### src/rtl/fbc_pkg.sv
`default_nettype none

package fbc_pkg;

    // fixed point widths
    localparam int unsigned VAL_W   = 32;               // Q16.16 matrix and box values
    localparam int unsigned COEF_W  = VAL_W + 1;        // plane coefficient, sum or difference
    localparam int unsigned PROD_W  = COEF_W + VAL_W;   // exact coefficient times coordinate
    localparam int unsigned ACC_W   = PROD_W + 2;       // three products plus shifted d
    localparam int unsigned FRAC_W  = 16;               // fraction bits of Q16.16

    // geometry
    localparam int unsigned N_PLANES = 6;
    localparam int unsigned N_COEF   = 4;
    localparam int unsigned N_AXES   = 3;
    localparam int unsigned N_DIM    = 4;

    localparam int unsigned PLANE_W = 3;
    localparam int unsigned AXIS_W  = 3;
    localparam int unsigned IDX_W   = 2;

    localparam logic [PLANE_W-1:0] LAST_PLANE = PLANE_W'(N_PLANES - 1);
    localparam logic [IDX_W-1:0]   LAST_COL   = IDX_W'(N_DIM - 1);
    localparam logic [IDX_W-1:0]   W_ROW      = IDX_W'(N_DIM - 1);

    // per-plane step codes of the test sequence
    localparam logic [AXIS_W-1:0] STEP_X    = 3'd0;
    localparam logic [AXIS_W-1:0] STEP_Y    = 3'd1;
    localparam logic [AXIS_W-1:0] STEP_Z    = 3'd2;
    localparam logic [AXIS_W-1:0] STEP_D    = 3'd3;
    localparam logic [AXIS_W-1:0] STEP_LAST = 3'd4;

    // command codes
    typedef enum logic [1:0] {
        FUNC_LOAD    = 2'd0,
        FUNC_REBUILD = 2'd1,
        FUNC_TEST    = 2'd2
    } func_t;

    typedef enum logic [2:0] {
        ST_IDLE,
        ST_REBUILD,
        ST_TEST,
        ST_FINISH,
        ST_DONE
    } state_t;

    typedef enum logic [1:0] {
        ACC_HOLD,
        ACC_LOAD,
        ACC_ADD
    } acc_op_t;

    // controls of the shared multiply-accumulate unit
    typedef struct packed {
        acc_op_t acc_op;
        logic    prod_d;     // pass d scaled to Q32.32 instead of a product
    } mac_ctrl_t;

    // controls of the matrix and plane store
    typedef struct packed {
        logic             mat_we;
        logic             plane_we;
        logic [IDX_W-1:0] rebuild_col;
    } store_ctrl_t;

endpackage

`default_nettype wire

### src/rtl/fbc_mac.sv
`default_nettype none

module fbc_mac
    import fbc_pkg::*;
(
    input  logic                     clk,
    input  logic                     rst_n,
    input  mac_ctrl_t                ctrl,
    input  logic signed [COEF_W-1:0] coef,
    input  logic signed [VAL_W-1:0]  corner,
    output logic                     acc_neg
);

    logic signed [PROD_W-1:0] prod_reg;
    logic signed [PROD_W-1:0] prod_next;
    logic signed [ACC_W-1:0]  acc_reg;
    logic signed [ACC_W-1:0]  acc_next;

    // product stage: one multiply or the d term each cycle
    always_comb
    begin
        if (ctrl.prod_d)
        begin
            prod_next = PROD_W'(coef) <<< FRAC_W;
        end
        else
        begin
            prod_next = PROD_W'(coef) * PROD_W'(corner);
        end
    end

    // accumulate stage
    always_comb
    begin
        unique case (ctrl.acc_op)
            ACC_LOAD: acc_next = ACC_W'(prod_reg);
            ACC_ADD:  acc_next = acc_reg + ACC_W'(prod_reg);
            default:  acc_next = acc_reg;
        endcase
    end

    always_ff @(posedge clk or negedge rst_n)
    begin
        if (!rst_n)
        begin
            acc_reg <= '0;
        end
        else
        begin
            acc_reg <= acc_next;
        end
    end

    always_ff @(posedge clk)
    begin
        prod_reg <= prod_next;
    end

    assign acc_neg = acc_reg[ACC_W-1];

endmodule

`default_nettype wire

### config.mk
export PLATFORM = sky130hd
export DESIGN_NAME = fbc_mac
export DESIGN_NICKNAME = d
export VERILOG_FILES = /design/src/rtl/fbc_pkg.sv /design/src/rtl/fbc_mac.sv
export SDC_FILE = /design/constraint.sdc
export NUM_CORES = 2
export LEC_CHECK = 0
export BUFFER_PORTS_ARGS = -buffer_cell sky130_fd_sc_hd__buf_2
export CORE_MARGIN = 2
export CORE_UTILIZATION = 48
export CTS_CLUSTER_DIAMETER = 50
export DETAILED_ROUTE_END_ITERATION = 7
export GPL_TIMING_DRIVEN = 1
export MAX_ROUTING_LAYER = met4
export SYNTH_ARGS = -nofsm -noshare
export SYNTH_HDL_FRONTEND = slang
export SYNTH_SLANG_ARGS = --single-unit
### constraint.sdc
create_clock -name clk -period 5.8 [get_ports clk]
set_input_delay 0.29 -clock clk [delete_from_list [all_inputs] [get_ports clk]]
set_output_delay 0.29 -clock clk [all_outputs]
set_load 0.01 [all_outputs]
==> results.toml <==
[cts]
numCtsBuffers = 17
cts-root-buf = "clkbuf_16"
clockBufferDepth = 2
cts_tree = "done"
clk_pin_slew_ps = 70
htreeDepth = 4
cts.sinks = 132
hold_buffers = 0
insertion_delay_ps = 430

[route]
detail-route-antenna-nets = 0
drc = 0
viasPerCell = 5.24
first_pass_iters = 7
drt-initial-drc-count = 2056
routed_wl_um = 128000
routed-via-count = 35327
wl_per_cell_um = 19.0

[critical_path]
worst_path_max_delay_cell = "fa_1"
crit_path_max_fanout = 6
startpoint_type = "input pin"
required_ps = 6170
path_common_cell = "fa_1"
critPathMaxStageDelay_ps = 570
arrival_ps = 7400
end_kind = "flip-flop"
path_class = "input pin to flip-flop"

[global_routing]
grt_pass1_wl_um = 209000
grt_pass1_vias = 38798
grt-ovfl-total = 0
antenna_found_initial = 2
grtUsageTotal = 0.278
grt_max_degree = 80

[die]
core_area_mm2 = 0.0947
start_util = 0.483
die_area_mm2 = 0.0978
die_width_um = 313
rows = 113
io_pins = 71
die_h_um = 313

[yosys]
syn_inst = 5023
synth.top_cells.by_area = "fa_1 49%, inv_1 8.2%, and2_1 7.3%, ha_1 6.9%, nand2_1 5.6%"
syn-num-nets = 6459
synthArstFlopShare = 0.508
synth_area_mm2 = 0.0457
ys_warn_count = 0
avgSynthCellArea_um2 = 9.10
yosysSeqAreaShare = 0.0651
synth_edf_count = 0
ys_types = 76
synth_top_area_share = 0.487
synth_area_leader_cell = "fa_1"
synth_flop_cell = "dfrtp_1"
ys_seq_elements = 132

[sta]
slew_violations = 0
min_period_ps = 7030
finalClockSkew_ps = 14.1
hold_violations = 4
worstMarginPinSlew_ps = 983
max_freq_mhz = 142
rsz0062_at_grt = "yes"
maxSlewHeadroom = 0.345
min_period_over_period = 1.21
setup_viol = 51
holdWs_ps = -19.9
finalWorstSetupSlack_ps = -1230

[place]
gp_congestion = 0.926
post-dp-hpwl_um = 105000
port_buffers = 70

[run_status]
violations = "negative hold slack, negative setup slack"
run_status = "finished, violations left"

[finish]
largest_register_ffs = 67
final_layout_size_suffix_gt1_frac = 0.200
final_nets = 6897
fill_cells = 8288
area_delta_synth_final_pct = 21.5

[hold_path]
hp-class = "input pin to async pin"

[flow_run]
max-cap-violations = 0
==> per-layer routing <==
| layer | part of all wire | GRT usage | wire length, um | vias to the layer above |
|---|---|---|---|---|
| met5 | 0 | - | 0 | - |
| met4 | 0.025 | 0.0589 | 3140 | 0 |
| met3 | 0.044 | 0.0213 | 5670 | 186 |
| met2 | 0.50 | 0.475 | 64600 | 853 |
| met1 | 0.43 | 0.365 | 54500 | 18283 |
| li1 | - | - | - | 16005 |
==> synth_stat cells, drive strengths merged (6+ instances only) <==
| library cell | number |
|---|---|
| a21boi | 11 |
| o211ai | 25 |
| ha | 253 |
| inv | 1005 |
| a31oi | 14 |
| a2bb2oi | 13 |
| o21a | 13 |
| a211oi | 20 |
| nor3 | 28 |
| nand4 | 26 |
| a21oi | 182 |
| nor2 | 120 |
| nand2 | 683 |
| and2 | 532 |
| xnor2 | 79 |
| mux2i | 29 |
| xor2 | 43 |
| o21bai | 27 |
| o21ai | 154 |
| nand2b | 20 |
| a211o | 8 |
| clkbuf | 257 |
| buf | 12 |
| dfrtp | 67 |
| a311oi | 6 |
| fa | 1113 |
| nor2b | 15 |
| a21o | 54 |
| and3 | 32 |
| nand3 | 29 |
| o31ai | 10 |
| dfxtp | 65 |
==> cell usage in the layout, fill, tap and decap left out, types with 41 or more instances in the layout <==
| cell | netlist | layout |
|---|---|---|
| ha_4 | 0 | 41 |
| buf_6 | 0 | 110 |
| ha_1 | 253 | 211 |
| o21ai_0 | 109 | 59 |
| dfrtp_1 | 67 | 67 |
| and2_1 | 532 | 475 |
| fa_1 | 1113 | 1045 |
| fa_2 | 0 | 68 |
| dfxtp_1 | 65 | 65 |
| o21ai_1 | 43 | 81 |
| a21oi_1 | 181 | 146 |
| inv_1 | 1004 | 963 |
| nor2_1 | 120 | 112 |
| and2_4 | 0 | 57 |
| xnor2_1 | 79 | 61 |
| buf_4 | 0 | 459 |
| buf_12 | 0 | 69 |
| a21o_1 | 54 | 54 |
| nand2_1 | 683 | 659 |
==> worst max-delay path, delay by kind of cell <==
| family | cells | cell delay (ps) |
|---|---|---|
| AOI/OAI and AO/OA | 4 | 730 |
| xor gates and xnor gates | 1 | 230 |
| adders and majority gates | 9 | 4370 |
| buffers and inverters | 8 | 690 |
| and+or+nand+nor | 5 | 1070 |
==> cell type report <==
class	count	area, um2	share of cell area
Multi-Input combinational cell	3616	39700	0.715
Antenna cell	2	5.00	0.0000901
Timing Repair Buffer	688	6880	0.124
Inverter	1006	3780	0.0681
Clock buffer	22	497	0.00894
Clock inverter	10	83.8	0.00151
Sequential cell	132	2980	0.0536
Tap cell	1265	1580	0.0285
==> path summary, 6_finish.rpt <==
kind / startpoint / endpoint / slack (ps) / depth (start not counted)
setup / recovery: coef[6] / prod_reg[49] / -1230 / 27
hold / removal: rst_n / acc_reg[1] / -20 / 1
setup reg to reg: acc_reg[0] / acc_reg[66] / 1900 / 13
hold reg to reg: acc_reg[30] / acc_reg[30] / 490 / 1
max in group asynchronous: rst_n / acc_reg[40] / 5140 / 1
min in group clk: coef[29] / prod_reg[45] / 300 / 4
==> cells by family (layout without fill, tap and decap cells) <==
| logic type | Yosys count | in the layout | share of synthesized area |
|---|---|---|---|
| fa+ha+maj | 1366 | 1366 | 0.556 |
| other cells | 0 | 2 | 0 |
| mux | 31 | 31 | 0.00684 |
| simple gates | 1515 | 1515 | 0.163 |
| flops | 132 | 132 | 0.0651 |
| compound gates | 582 | 582 | 0.0810 |
| buf+inv | 1275 | 1726 | 0.105 |
| xor+xnor | 122 | 122 | 0.0234 |
==> what timing repair did <==
action / 4_1_cts / 5_1_grt
pin swaps: 209 / 168
cloned: 9 / 5
setup endpoints to repair: 54 / 53
gates resized for setup: 373 / 225
setup buffers: 61 / 51
==> per-stage QoR <==
| stage | setup TNS (ps) | util | std cells | setup WS, ps | cell area [um2] |
|---|---|---|---|---|---|
| 2_1_floorplan | -31000 | - | 5023 | -1660 | 46700 |
| 3_3_place_gp | -75300 | 0.544 | 6595 | -2010 | 51500 |
| 3_5_place_dp | -77480 | 0.544 | 6595 | -2060 | 51500 |
| 4_1_cts | -36080 | 0.573 | 6692 | -1220 | 54300 |
| 5_1_grt | -51940 | 0.587 | 6741 | -1510 | 55600 |
| 6_report | -40140 | 0.587 | 6741 | -1230 | 55600 |
Power is left out: the tool's default activity adds up to more than one toggle a clock period on the data nets, which glitch-free logic cannot reach.
