### src/rtl/fbc_pkg.sv
`default_nettype none

package fbc_pkg;

    // fixed point widths
    localparam int unsigned VAL_W   = 32;               // Q16.16 matrix and box values
    localparam int unsigned COEF_W  = VAL_W + 1;        // plane coefficient, sum or difference
    localparam int unsigned PROD_W  = COEF_W + VAL_W;   // exact coefficient times coordinate
    localparam int unsigned ACC_W   = PROD_W + 2;       // three products plus shifted d
    localparam int unsigned FRAC_W  = 16;               // fraction bits of Q16.16

    // geometry
    localparam int unsigned N_PLANES = 6;
    localparam int unsigned N_COEF   = 4;
    localparam int unsigned N_AXES   = 3;
    localparam int unsigned N_DIM    = 4;

    localparam int unsigned PLANE_W = 3;
    localparam int unsigned AXIS_W  = 3;
    localparam int unsigned IDX_W   = 2;

    localparam logic [PLANE_W-1:0] LAST_PLANE = PLANE_W'(N_PLANES - 1);
    localparam logic [IDX_W-1:0]   LAST_COL   = IDX_W'(N_DIM - 1);
    localparam logic [IDX_W-1:0]   W_ROW      = IDX_W'(N_DIM - 1);

    // per-plane step codes of the test sequence
    localparam logic [AXIS_W-1:0] STEP_X    = 3'd0;
    localparam logic [AXIS_W-1:0] STEP_Y    = 3'd1;
    localparam logic [AXIS_W-1:0] STEP_Z    = 3'd2;
    localparam logic [AXIS_W-1:0] STEP_D    = 3'd3;
    localparam logic [AXIS_W-1:0] STEP_LAST = 3'd4;

    // command codes
    typedef enum logic [1:0] {
        FUNC_LOAD    = 2'd0,
        FUNC_REBUILD = 2'd1,
        FUNC_TEST    = 2'd2
    } func_t;

    typedef enum logic [2:0] {
        ST_IDLE,
        ST_REBUILD,
        ST_TEST,
        ST_FINISH,
        ST_DONE
    } state_t;

    typedef enum logic [1:0] {
        ACC_HOLD,
        ACC_LOAD,
        ACC_ADD
    } acc_op_t;

    // controls of the shared multiply-accumulate unit
    typedef struct packed {
        acc_op_t acc_op;
        logic    prod_d;     // pass d scaled to Q32.32 instead of a product
    } mac_ctrl_t;

    // controls of the matrix and plane store
    typedef struct packed {
        logic             mat_we;
        logic             plane_we;
        logic [IDX_W-1:0] rebuild_col;
    } store_ctrl_t;

endpackage

`default_nettype wire

### src/rtl/fbc_store.sv
`default_nettype none

module fbc_store
    import fbc_pkg::*;
(
    input  logic                     clk,
    input  logic                     rst_n,
    input  store_ctrl_t              ctrl,
    input  logic [IDX_W-1:0]         mat_col,
    input  logic [IDX_W-1:0]         mat_row,
    input  logic signed [VAL_W-1:0]  mat_value,
    input  logic [PLANE_W-1:0]       coef_plane,
    input  logic [IDX_W-1:0]         coef_index,
    output logic signed [COEF_W-1:0] coef
);

    logic signed [VAL_W-1:0]  mat_reg   [N_DIM][N_DIM];      // [column][row]
    logic signed [COEF_W-1:0] plane_reg [N_PLANES][N_COEF];  // nx, ny, nz, d
    logic signed [COEF_W-1:0] col_w;
    logic signed [COEF_W-1:0] col_e     [N_PLANES];
    logic signed [COEF_W-1:0] plane_col [N_PLANES];

    // one matrix column per rebuild cycle: row 3 plus or minus row p/2
    always_comb
    begin
        col_w = COEF_W'(mat_reg[ctrl.rebuild_col][W_ROW]);
        for (int p = 0; p < N_PLANES; p++)
        begin
            col_e[p] = COEF_W'(mat_reg[ctrl.rebuild_col][IDX_W'(p / 2)]);
            if ((p % 2) == 0)
            begin
                plane_col[p] = col_w + col_e[p];
            end
            else
            begin
                plane_col[p] = col_w - col_e[p];
            end
        end
    end

    // matrix writes
    always_ff @(posedge clk or negedge rst_n)
    begin
        if (!rst_n)
        begin
            for (int c = 0; c < N_DIM; c++)
            begin
                for (int r = 0; r < N_DIM; r++)
                begin
                    mat_reg[c][r] <= '0;
                end
            end
        end
        else if (ctrl.mat_we)
        begin
            mat_reg[mat_col][mat_row] <= mat_value;
        end
    end

    // plane writes, one coefficient of every plane per cycle while plane_we is high
    always_ff @(posedge clk or negedge rst_n)
    begin
        if (!rst_n)
        begin
            for (int p = 0; p < N_PLANES; p++)
            begin
                for (int j = 0; j < N_COEF; j++)
                begin
                    plane_reg[p][j] <= '0;
                end
            end
        end
        else if (ctrl.plane_we)
        begin
            for (int p = 0; p < N_PLANES; p++)
            begin
                plane_reg[p][ctrl.rebuild_col] <= plane_col[p];
            end
        end
    end

    assign coef = plane_reg[coef_plane][coef_index];

endmodule

`default_nettype wire

### config.mk
export PLATFORM = sky130hd
export DESIGN_NAME = fbc_store
export DESIGN_NICKNAME = d
export VERILOG_FILES = /design/src/rtl/fbc_pkg.sv /design/src/rtl/fbc_store.sv
export SDC_FILE = /design/constraint.sdc
export NUM_CORES = 2
export LEC_CHECK = 0
export BUFFER_PORTS_ARGS = -buffer_cell sky130_fd_sc_hd__buf_2
export CORE_MARGIN = 5
export CORE_UTILIZATION = 40
export DETAILED_ROUTE_END_ITERATION = 7
export PLACE_DENSITY_LB_ADDON = 0.2
export SLEW_MARGIN = 20
export SYNTH_ARGS = -nofsm -noshare
export SYNTH_HDL_FRONTEND = slang
export SYNTH_SLANG_ARGS = --single-unit
export TNS_END_PERCENT = 50
### constraint.sdc
create_clock -name clk -period 6.35 [get_ports clk]
set_clock_uncertainty 0.15 [all_clocks]
set_input_delay 1.27 -clock clk [delete_from_list [all_inputs] [get_ports clk]]
set_output_delay 1.27 -clock clk [all_outputs]
set_load 0.02 [all_outputs]
==> summary.md <==
| Metric | Value |
|---|---|
| Hold Path Sink | plane_reg[630] |
| Number of global-route vias before repair | 30500 |
| Total track usage | between 10% and 20% |
| Top FF cell, synth | dfrtp_1 |
| WL per Instance | roughly 22 um |
| Clk Latency, worst-skew pair | 670 ps |
| Fmax | 189 MHz |
| WP data arrival | 5670 ps |
| Critical path's slowest cell | mux4_2 |
| CTS Hold Buffers Added | 0 |
| Worst path cell trace | buf_6, buf_12, mux4_2, ha_1, inv_2, nor3_2, nor4b_1, a22oi_1, a2111oi_2, buf_4, nor2_1, a311oi_1, o21ai_0 |
| Initial Utilization | 40.2% |
| Largest register FFs | 520 |
| Worst R2R Setup Slack | approximately 2000 ps |
| Setup TNS Final | 0 ps |
| Status | completed |
| Post-synth top area share | 49.2% |
| Unrepaired setup endpoints after global routing | no |
| Post-CTS Setup Bufs | 0 |
| Bufs on Longest Clock Path | 3 |
| Slew HR | 24.6% |
| Final Max Slew Viols | 0 |
| Setup WS pre-CTS | 412 ps |
| Std-Cell Rows | 124 |
| Cell Pwr Density | 482 nW/um2 |
| Worst setup EP type | register |
| Ratio of cells with drive above 1 in the final layout | 25.0% |
| Final hold violations | 0 |
| Clock Pin Slew Worst Setup and Hold Paths | roughly 60 ps |
| Core Util, Final | 44.9% |
| Iteration-0 DRC Markers | between 2000 and 2500 |
| GRT overflow | 0 |
| Lkg Pwr | approximately 0.023 uW |
| WP data required | about 6700 ps |
| Largest net degree at the start of global routing | 170 |
| Synth unique cells | 92 |
| Drt first pass iters | 6 |
| Post-route ant nets | 0 |
| Dominant cells by area after synthesis | dfrtp_1 (49%), mux4_2 (13%), mux2_2 (9.4%) |
| Syn nets | 4164 |
| R2r startpoint | mat_reg[0] |
| Layout area overhead | 11.7% |
| Mean Syn Cell Area | 11.5 um2 |
| Crit Path Class | input port to register |
| Post-Syn Instances | 3985 |
| Fin crit share | 83.1% |
| Worst slew pin tran | between 1000 and 1500 ps |
| Post-synth EDFFs | 0 |
| Min-Delay Path Class | register to register |
| Worst Slack Setup Final | 1070 ps |
| Final min period | 5280 ps |
| Most frequent cell after synthesis | dfrtp_1 |
| Core Box Area | between 100000 and 150000 um2 |
| I/O pins | 80 |
| FF-to-FF End | plane_reg[721] |
| H-tree levels | 3 |
| RePlAce Congestion | around 0.98 |
| Post-synth top cells | dfrtp_1 (904), nand2_1 (589), o21ai_0 (507), mux2_2 (384), mux4_2 (258) |
| R2r worst-path depth | 13 |
| Crit-path max FO | 55 |
| Async SR Flop Fraction | 100% |
| Hold slack | 320 ps |
| Final setup fails | 0 |
| Total power | 24800 uW |
| Vias | 30400 |
| Post-synthesis register bit count | 904 |
| Hold depth | 2 |
| CTS Root Cell | clkbuf_16 |
| Num CTS Buffers | 100 |
| Initial antenna violation count | 10 |
| First-pass GRT wire length | 190000 um |
| Startpoint type of the worst setup path | input port |
| CP peak stage delay | 660 ps |
| Leading area contributor after synthesis | dfrtp_1 |
| Hold Crit Start | plane_reg[630] |
| Ys Warns | 0 |
| Die area | 122000 um2 |
| Port Buf Inserts | 79 |
| Die extent in x | 349 um |
| CTS tree | built |
| DRC | 0 |
| Post-detail-place hpwl | roughly 83000 um |
| Drt total wl | approximately 120000 um |
| Seq/Total Area, Yosys | 49.2% |
| Via/cell ratio | 5.50 |
| Clk sinks | 904 |
| Fin nets | 4113 |
| CTS resizes | 0 |
| Chip height | 349 um |
| VDD IR max | roughly 0.00025 V |
| Synthesized area | 46000 um2 |
| Max-cap violations | 0 |
## final cells by class
cell class | count | area [um2]
Timing Repair Buffer | 151 | 1150
Sequential cell | 904 | 22600
Inverter | 121 | 457
Clock buffer | 147 | 2900
Multi-Input combinational cell | 2656 | 21800
Fill cell | 10600 | 63000
Antenna cell | 2 | 5.00
Clock inverter | 36 | 571
Tap cell | 1512 | 1890
## routing by layer
metal	GRT usage (%)	up-vias	wire, um	part of all wire (%)
li1	-	14100	-	-
met1	31.0	15600	61000	51
met2	29.1	572	51800	43
met3	3.20	145	5570	4.6
met4	4.53	8	2210	1.8
met5	0	-	52	0.043
## critical path, delay by kind of cell
| family | cells | cell delay (ps) |
|---|---|---|
| compound gates | 4 | 1480 |
| buf+inv | 4 | 1080 |
| mux | 1 | 660 |
| simple gates | 3 | 610 |
| fa+ha+maj | 1 | 480 |
## power breakdown
part / leakage [uW] / switching (uW) / internal, uW
Clock: 0.00170 / 2420 / 3660
Sequential: 0.0112 / 1080 / 7910
Combinational: 0.00973 / 5910 / 3800
Total: 0.0226 / 9410 / 15400
## how the worst max path moves through the flow
stage,startpoint,end,slack [ps],cells after the start
floorplan,ctrl[0],plane_reg[284],830,15
detailed placement,ctrl[0],plane_reg[295],410,13
CTS,ctrl[1],plane_reg[550],1140,12
finish,ctrl[0],plane_reg[295],1070,13
global placement,ctrl[0],plane_reg[295],400,13
global route,ctrl[0],plane_reg[394],730,13
## per-stage QoR
step	cell area, um2	std cells
CTS	51400	5527
floorplan	46000	3985
global route	51400	5527
finish	51400	5529
detailed placement	47900	5344
global placement	47900	5344
## layout by cell type, fill, tap and decap left out, types with 15 or more instances in the layout
| cell | instances |
|---|---|
| a21o_1 | 35 |
| a21oi_1 | 109 |
| a31oi_1 | 15 |
| buf_2 | 73 |
| buf_4 | 60 |
| clkbuf_1 | 26 |
| clkbuf_16 | 101 |
| clkbuf_8 | 21 |
| clkinv_2 | 15 |
| dfrtp_1 | 904 |
| ha_1 | 128 |
| inv_1 | 113 |
| mux2_2 | 384 |
| mux4_2 | 258 |
| nand2_1 | 588 |
| nand2b_1 | 16 |
| nand3_1 | 17 |
| nor2_1 | 129 |
| nor2b_1 | 52 |
| nor3_1 | 21 |
| nor4_1 | 20 |
| o21ai_0 | 507 |
| o21ai_1 | 36 |
| o21bai_1 | 27 |
| o31ai_1 | 18 |
| xnor2_1 | 93 |
| xor2_1 | 16 |
## kinds of logic (layout without fill, tap and decap cells)
logic type / count (synthesis) / after routing / synth area share (%)
other cells: 0 / 2 / 0
simple gates: 919 / 919 / 8.57
fa+ha+maj: 132 / 132 / 3.66
flops: 904 / 904 / 49.2
compound gates: 843 / 843 / 10.6
xor+xnor: 111 / 111 / 2.15
mux: 651 / 651 / 22.2
buf+inv: 425 / 455 / 3.58
No activity file was read; power rests on OpenSTA's default activity.
